===== config.mk =====
export PLATFORM = sky130hd
export DESIGN_NAME = pffs_range
export DESIGN_NICKNAME = d
export VERILOG_FILES = /design/src/rtl/page_frame_free_stack_defines.svh /design/src/rtl/pffs_pkg.sv /design/src/rtl/pffs_range.sv
export SDC_FILE = /design/constraint.sdc
export NUM_CORES = 1
export LEC_CHECK = 0
export BUFFER_PORTS_ARGS = -buffer_cell sky130_fd_sc_hd__clkbuf_2
export CORE_MARGIN = 8
export CORE_UTILIZATION = 25
export DETAILED_ROUTE_END_ITERATION = 7
export PLACE_DENSITY_LB_ADDON = 0.05
export SLEW_MARGIN = 20
export SYNTH_ARGS = -nofsm -noshare
export SYNTH_HDL_FRONTEND = slang
export SYNTH_SLANG_ARGS = --single-unit

===== constraint.sdc =====
create_clock -name clk -period 2.89 [get_ports clk]
set_clock_uncertainty 0.2 [all_clocks]
set_input_delay 0.289 -clock clk [delete_from_list [all_inputs] [get_ports clk]]
set_output_delay 0.289 -clock clk [all_outputs]
set_load 0.01 [all_outputs]

===== src/rtl/page_frame_free_stack_defines.svh =====
// Assertion macros for the page frame free stack.
`ifndef PAGE_FRAME_FREE_STACK_DEFINES_SVH
`define PAGE_FRAME_FREE_STACK_DEFINES_SVH

`ifndef SYNTHESIS
`define PFFS_ASSERT_IMPLIES(label, clk, rst_n, ante, cons) \
	label: assert property (@(posedge clk) disable iff (!(rst_n)) (ante) |-> (cons)) \
		else $error("pffs assertion failed");
`define PFFS_ASSERT_NEXT(label, clk, rst_n, ante, cons) \
	label: assert property (@(posedge clk) disable iff (!(rst_n)) (ante) |=> (cons)) \
		else $error("pffs assertion failed");
`else
`define PFFS_ASSERT_IMPLIES(label, clk, rst_n, ante, cons)
`define PFFS_ASSERT_NEXT(label, clk, rst_n, ante, cons)
`endif

`endif


===== src/rtl/pffs_pkg.sv =====
// Shared types and constants of the page frame free stack.
`default_nettype none
package pffs_pkg;
	localparam int unsigned PAGE_BITS_DEF   = 12;
	localparam int unsigned STACK_DEPTH_DEF = 65536;
	localparam int unsigned ADDR_BITS_DEF   = 40;
	localparam int unsigned RESERVE_RESET   = 16384;

	localparam logic [1:0] REG_KERNEL_END   = 2'd0;
	localparam logic [1:0] REG_REGION_TOP   = 2'd1;
	localparam logic [1:0] REG_RESERVE_SIZE = 2'd2;

	typedef enum logic [1:0] {
		ACT_INIT  = 2'd0,
		ACT_ALLOC = 2'd1,
		ACT_FREE  = 2'd2
	} action_t;

	typedef enum logic [1:0] {
		STS_OK     = 2'd0,
		STS_EMPTY  = 2'd1,
		STS_REJECT = 2'd2,
		STS_FULL   = 2'd3
	} status_t;

	typedef enum logic [1:0] {
		ST_IDLE,
		ST_RANGE,
		ST_FILL,
		ST_RESP
	} state_t;

	typedef struct packed {
		logic done;
		logic trunc;
	} range_flags_t;
endpackage
`default_nettype wire


===== src/rtl/pffs_range.sv =====
// Three-stage pipeline that turns the configured region into a first frame and a page count.
`default_nettype none
module pffs_range #(
	parameter int unsigned PAGE_BITS   = 12,
	parameter int unsigned STACK_DEPTH = 65536,
	parameter int unsigned ADDR_BITS   = 40
) (
	input  wire logic                                  clk,
	input  wire logic                                  arst_n,
	input  wire logic                                  start,
	input  wire logic [ADDR_BITS-1:0]                  kernel_end,
	input  wire logic [ADDR_BITS-1:0]                  region_top,
	input  wire logic [ADDR_BITS-1:0]                  reserve_size,
	output pffs_pkg::range_flags_t                     flags,
	output logic      [ADDR_BITS-PAGE_BITS-1:0]        base,
	output logic      [$clog2(STACK_DEPTH+1)-1:0]      count
);
	import pffs_pkg::*;

	localparam int unsigned FRAME_W = ADDR_BITS - PAGE_BITS;
	localparam int unsigned CNT_W   = $clog2(STACK_DEPTH + 1);
	localparam int unsigned CMP_W   = (FRAME_W > CNT_W) ? FRAME_W : CNT_W;

	logic [FRAME_W:0]   start_sum;
	logic [ADDR_BITS:0] end_diff;
	logic               trunc;

	logic               valid_s1;
	logic               ovf_s1;
	logic [FRAME_W-1:0] start_s1;
	logic [FRAME_W-1:0] end_s1;

	logic               valid_s2;
	logic [FRAME_W-1:0] base_s2;
	logic [FRAME_W-1:0] pages_s2;

	logic               valid_s3;
	logic               trunc_s3;
	logic [FRAME_W-1:0] base_s3;
	logic [CNT_W-1:0]   count_s3;

	// The start is rounded up to a page; a carry out means it left the address space.
	assign start_sum = {1'b0, kernel_end[ADDR_BITS-1:PAGE_BITS]}
		+ (FRAME_W + 1)'(|kernel_end[PAGE_BITS-1:0]);
	assign end_diff  = {1'b0, region_top} - {1'b0, reserve_size};
	assign trunc     = CMP_W'(pages_s2) > CMP_W'(STACK_DEPTH);

	always_ff @(posedge clk or negedge arst_n) begin
		if (!arst_n) begin
			valid_s1 <= 1'b0;
			valid_s2 <= 1'b0;
			valid_s3 <= 1'b0;
		end else begin
			valid_s1 <= start;
			valid_s2 <= valid_s1;
			valid_s3 <= valid_s2;
		end
	end

	always_ff @(posedge clk) begin
		ovf_s1   <= start_sum[FRAME_W];
		start_s1 <= start_sum[FRAME_W-1:0];
		end_s1   <= end_diff[ADDR_BITS] ? '0 : end_diff[ADDR_BITS-1:PAGE_BITS];

		base_s2  <= start_s1;
		pages_s2 <= (ovf_s1 || (end_s1 < start_s1)) ? '0 : end_s1 - start_s1;

		base_s3  <= base_s2;
		trunc_s3 <= trunc;
		count_s3 <= trunc ? CNT_W'(STACK_DEPTH) : CNT_W'(pages_s2);
	end

	assign flags.done  = valid_s3;
	assign flags.trunc = trunc_s3;
	assign base        = base_s3;
	assign count       = count_s3;
endmodule
`default_nettype wire


==> metrics.md <==
| Metric | Value |
|---|---|
| Outcome | `completed` |
| Num ports | `170` |
| Die width | `around 190 um` |
| Cts bufs inserted | `17` |
| Total power | `approximately 6.8 mW` |
| Area share of the largest cell type after synthesis | `about 41%` |
| CTS root buf | `clkbuf_16` |
| Area Growth Syn to Fin | `39.44%` |
| Post-synthesis sequential area ratio | `42.29%` |
| Async SR Flop Fraction | `between 1.5 and 2%` |
| Setup CP Type | `reg2reg` |
| Die height | `~190 um` |
| Fin crit share | `between 90% and 100%` |
| Synthesized Nets | `approximately 1000` |
| Final Util | `35.21%` |
| Logic pwr share | `26.7%` |
| Post-synth EDFFs | `0` |
| Seq cells post-synth | `about 160` |
| Final hold vios | `0` |
| Overflow after GRT | `0` |
| Dominant cells by area after synthesis | `dfxtp_1 41%, ha_1 11%, a21oi_1 4.4%, inv_1 4.3%, xnor2_1 4.3%` |
| Main flop type after synthesis | `dfxtp_1` |
| Largest net degree at the start of global routing | `24` |
| Final wirelength | `between 20000 and 25000 um` |
| Inst Count DP | `1478` |
| Hold Slack | `about 0.12 ns` |
| NetSw | `between 1.5 and 2 mW` |
| Worst path bufs/invs | `2` |
| GP Congestion | `0.7772` |
| Max Cap Viol | `0` |
| Cell variety after synth | `between 60 and 70` |
| CTS tree | `yes` |
| Nets | `~1300` |
| TritonRoute pass-1 iters | `6` |
| Starting density of the core | `approximately a quarter` |
| CP Cell Sequence | `inv_1, ha_1, a2111o_1, o211ai_1, buf_4, a31oi_1, a211oi_1, xor2_1, nor2_1` |
| Final worst setup slack | `0.1612 ns` |
| Post-place setup slack | `-0.1649 ns` |
| Vias in the first global route | `approximately 7000` |
| Detailed-route DRC error count | `0` |
| Critical path startpoint category | `flip-flop` |
| Non-Filler Instances | `approximately 1600` |
| Clk buf depth | `2` |
| Worst Max-Slew Pin Slew | `roughly 0.45 ns` |
| Clk_lat worst skew | `between 0.4 and 0.5 ns` |
| Clock-pin slew on the worst setup and hold paths | `around 0.070 ns` |
| H-tree level count | `4` |
| Yosys top cell by area | `dfxtp_1` |
| Initial antenna violation count | `2` |
| Max Freq | `approximately 370 MHz` |
| CORE AREA | `slightly above 30000 um2` |
| Seq pwr share | `a little under two fifths` |
| Synth cell count leaders | `159 x dfxtp_1, 89 x inv_1, 74 x nor2_1` |
| Sw Share | `a little under 30%` |
| Fraction of layout cells with a size suffix above 1 | `27.07%` |
| Slew Limit Fails | `0` |
| Port Buf Inserts | `169` |
| Clk sinks | `approximately 160` |
| P_int | `around 4.8 mW` |
| Pwr dens | `around 630 nW/um2` |
| Die area | `36690 um2` |
| Hold crit path type | `in2reg` |
| CP Data Required Time | `roughly 3 ns` |
| Initial DRC count | `around 210` |
| Synth warn | `0` |
| Slew Limit Headroom | `69.69%` |
| CP Max Fanout | `5` |
| WL per Instance | `about 14 um` |
| Crit-path slowest cell | `a2111o_1` |
| Unrepaired setup endpoints after global routing | `true` |
| Mapped Cells | `852` |
| Minimum clock period | `2.729 ns` |
| Top cell family by delay on the critical path | `compound AO/OA/AOI/OAI gates` |
| Rows | `64` |
| Vias | `roughly 6600` |
| Synthesized cell area | `just under 8000 um2` |
| Leakage power | `about 5.2 nW` |
| First-pass GRT wire length | `about 35000 um` |
| CP max stage delay | `around 0.44 ns` |
| Final antenna-violating net count | `0` |
| Post-DR vias/cell | `between 4 and 5` |
| Syn avg cell area | `~9.0 um2` |
| Total GRT Usage | `11.90%` |
| DP Wirelength | `18090 um` |
| Top-count cell post-synth | `dfxtp_1` |
| CP arrival | `roughly 2.8 ns` |
| Clock power frac | `a little over a third` |
| Final Setup Violations | `0` |
| Crit end category | `flip-flop` |
| Max IR drop VDD | `around 0.32 mV` |
## layer usage
layer	track usage (%)	vias up	routed length (um)
met5	0	-	0
met4	4.233	0	377
met3	2.499	22	831
met2	19.53	124	9756
met1	15.21	2944	10410
li1	-	3538	-
## registers in the layout, summed over array words and instances (netlist names)
name      count
base         28
base_s2      28
count        17
end_s1       28
ovf_s1        1
pages_s2     28
start_s1     28
trunc_s3      1
valid_s1      1
valid_s2      1
valid_s3      1
## power groups by stage
| stage | combinational (mW) | sequential (mW) | clock, mW |
|---|---|---|---|
| after detailed placement | 1.73 | 2.64 | 0 |
| final | 1.80 | 2.58 | 2.37 |
| after floorplan | 1.05 | 2.62 | 0 |
| after global routing | 2.04 | 2.61 | 2.55 |
| after CTS | 1.81 | 2.59 | 2.46 |
| after global placement | 1.74 | 2.64 | 0 |
## what timing repair did
item | CTS | global route
hold buffers | 44 | 0
hold endpoints to repair | 33 | 0
setup endpoints to repair | 28 | 30
resized for setup | 11 | 14
pin swaps | 6 | 8
buffers inserted | 2 | 0
## path summary, 6_finish.rpt
kind / startpoint / to / slack [ns] / cells after the start
min reg2reg: base_s2[19] / base[19] / 0.12 / 0
max in group asynchronous: arst_n / valid_s2 / 1.81 / 3
max: start_s1[7] / pages_s2[22] / 0.16 / 9
min: kernel_end[16] / start_s1[6] / 0.12 / 4
min in group asynchronous: arst_n / valid_s3 / 0.54 / 3
max reg2reg: start_s1[7] / pages_s2[22] / 0.16 / 9
## layout make-up
type                            instances  area (um2)
Sequential cell                       162        3261
Tap cell                              396       495.5
Clock inverter                         14       190.2
Timing Repair Buffer                  289        1886
Fill cell                            3255       19770
Clock buffer                           18       439.2
Antenna cell                            2       5.005
Multi-Input combinational cell        588        4131
Inverter                               89       334.1
## cell families (layout without fill, tap and decap cells)
logic type,Yosys count,after routing,share of synthesized area (%)
DFF,162,162,42.29
and+or+nand+nor,262,262,17.14
buffers and inverters,102,410,5.327
xor gates and xnor gates,61,61,6.935
muxes,2,2,0.3410
adders and majority gates,70,70,11.47
AOI/OAI and AO/OA,193,193,16.50
other,0,2,0
## worst register-to-register path, delay by kind of cell, from the launching register on
kind / cells / cell delay [ns]
simple gates: 1 / 0.06
buf+inv: 2 / 0.23
fa+ha+maj: 1 / 0.35
compound gates: 4 / 1.24
flops: 1 / 0.33
xor+xnor: 1 / 0.22
## cell usage in the layout (no fill, tap or decap), drive strengths merged, types with 13 or more instances in the layout
master       count
dlygate4sd3     44
nor3            25
a21oi           67
inv             97
nand4           16
o21ai           38
buf             76
clkbuf         187
nand3           25
ha              69
xor2            23
o21a            13
xnor2           38
and2            18
nand2           44
and3            16
dfxtp          159
a21o            22
nor2            74
## metrics by stage
step	setup TNS, ns	instance area [um2]
after floorplan	0	7704
after global placement	-0.7940	9549
after detailed placement	-0.8469	9549
after CTS	0	10680
after global routing	-0.2233	10740
final	0	10740
(Power assumes the default switching activity.)
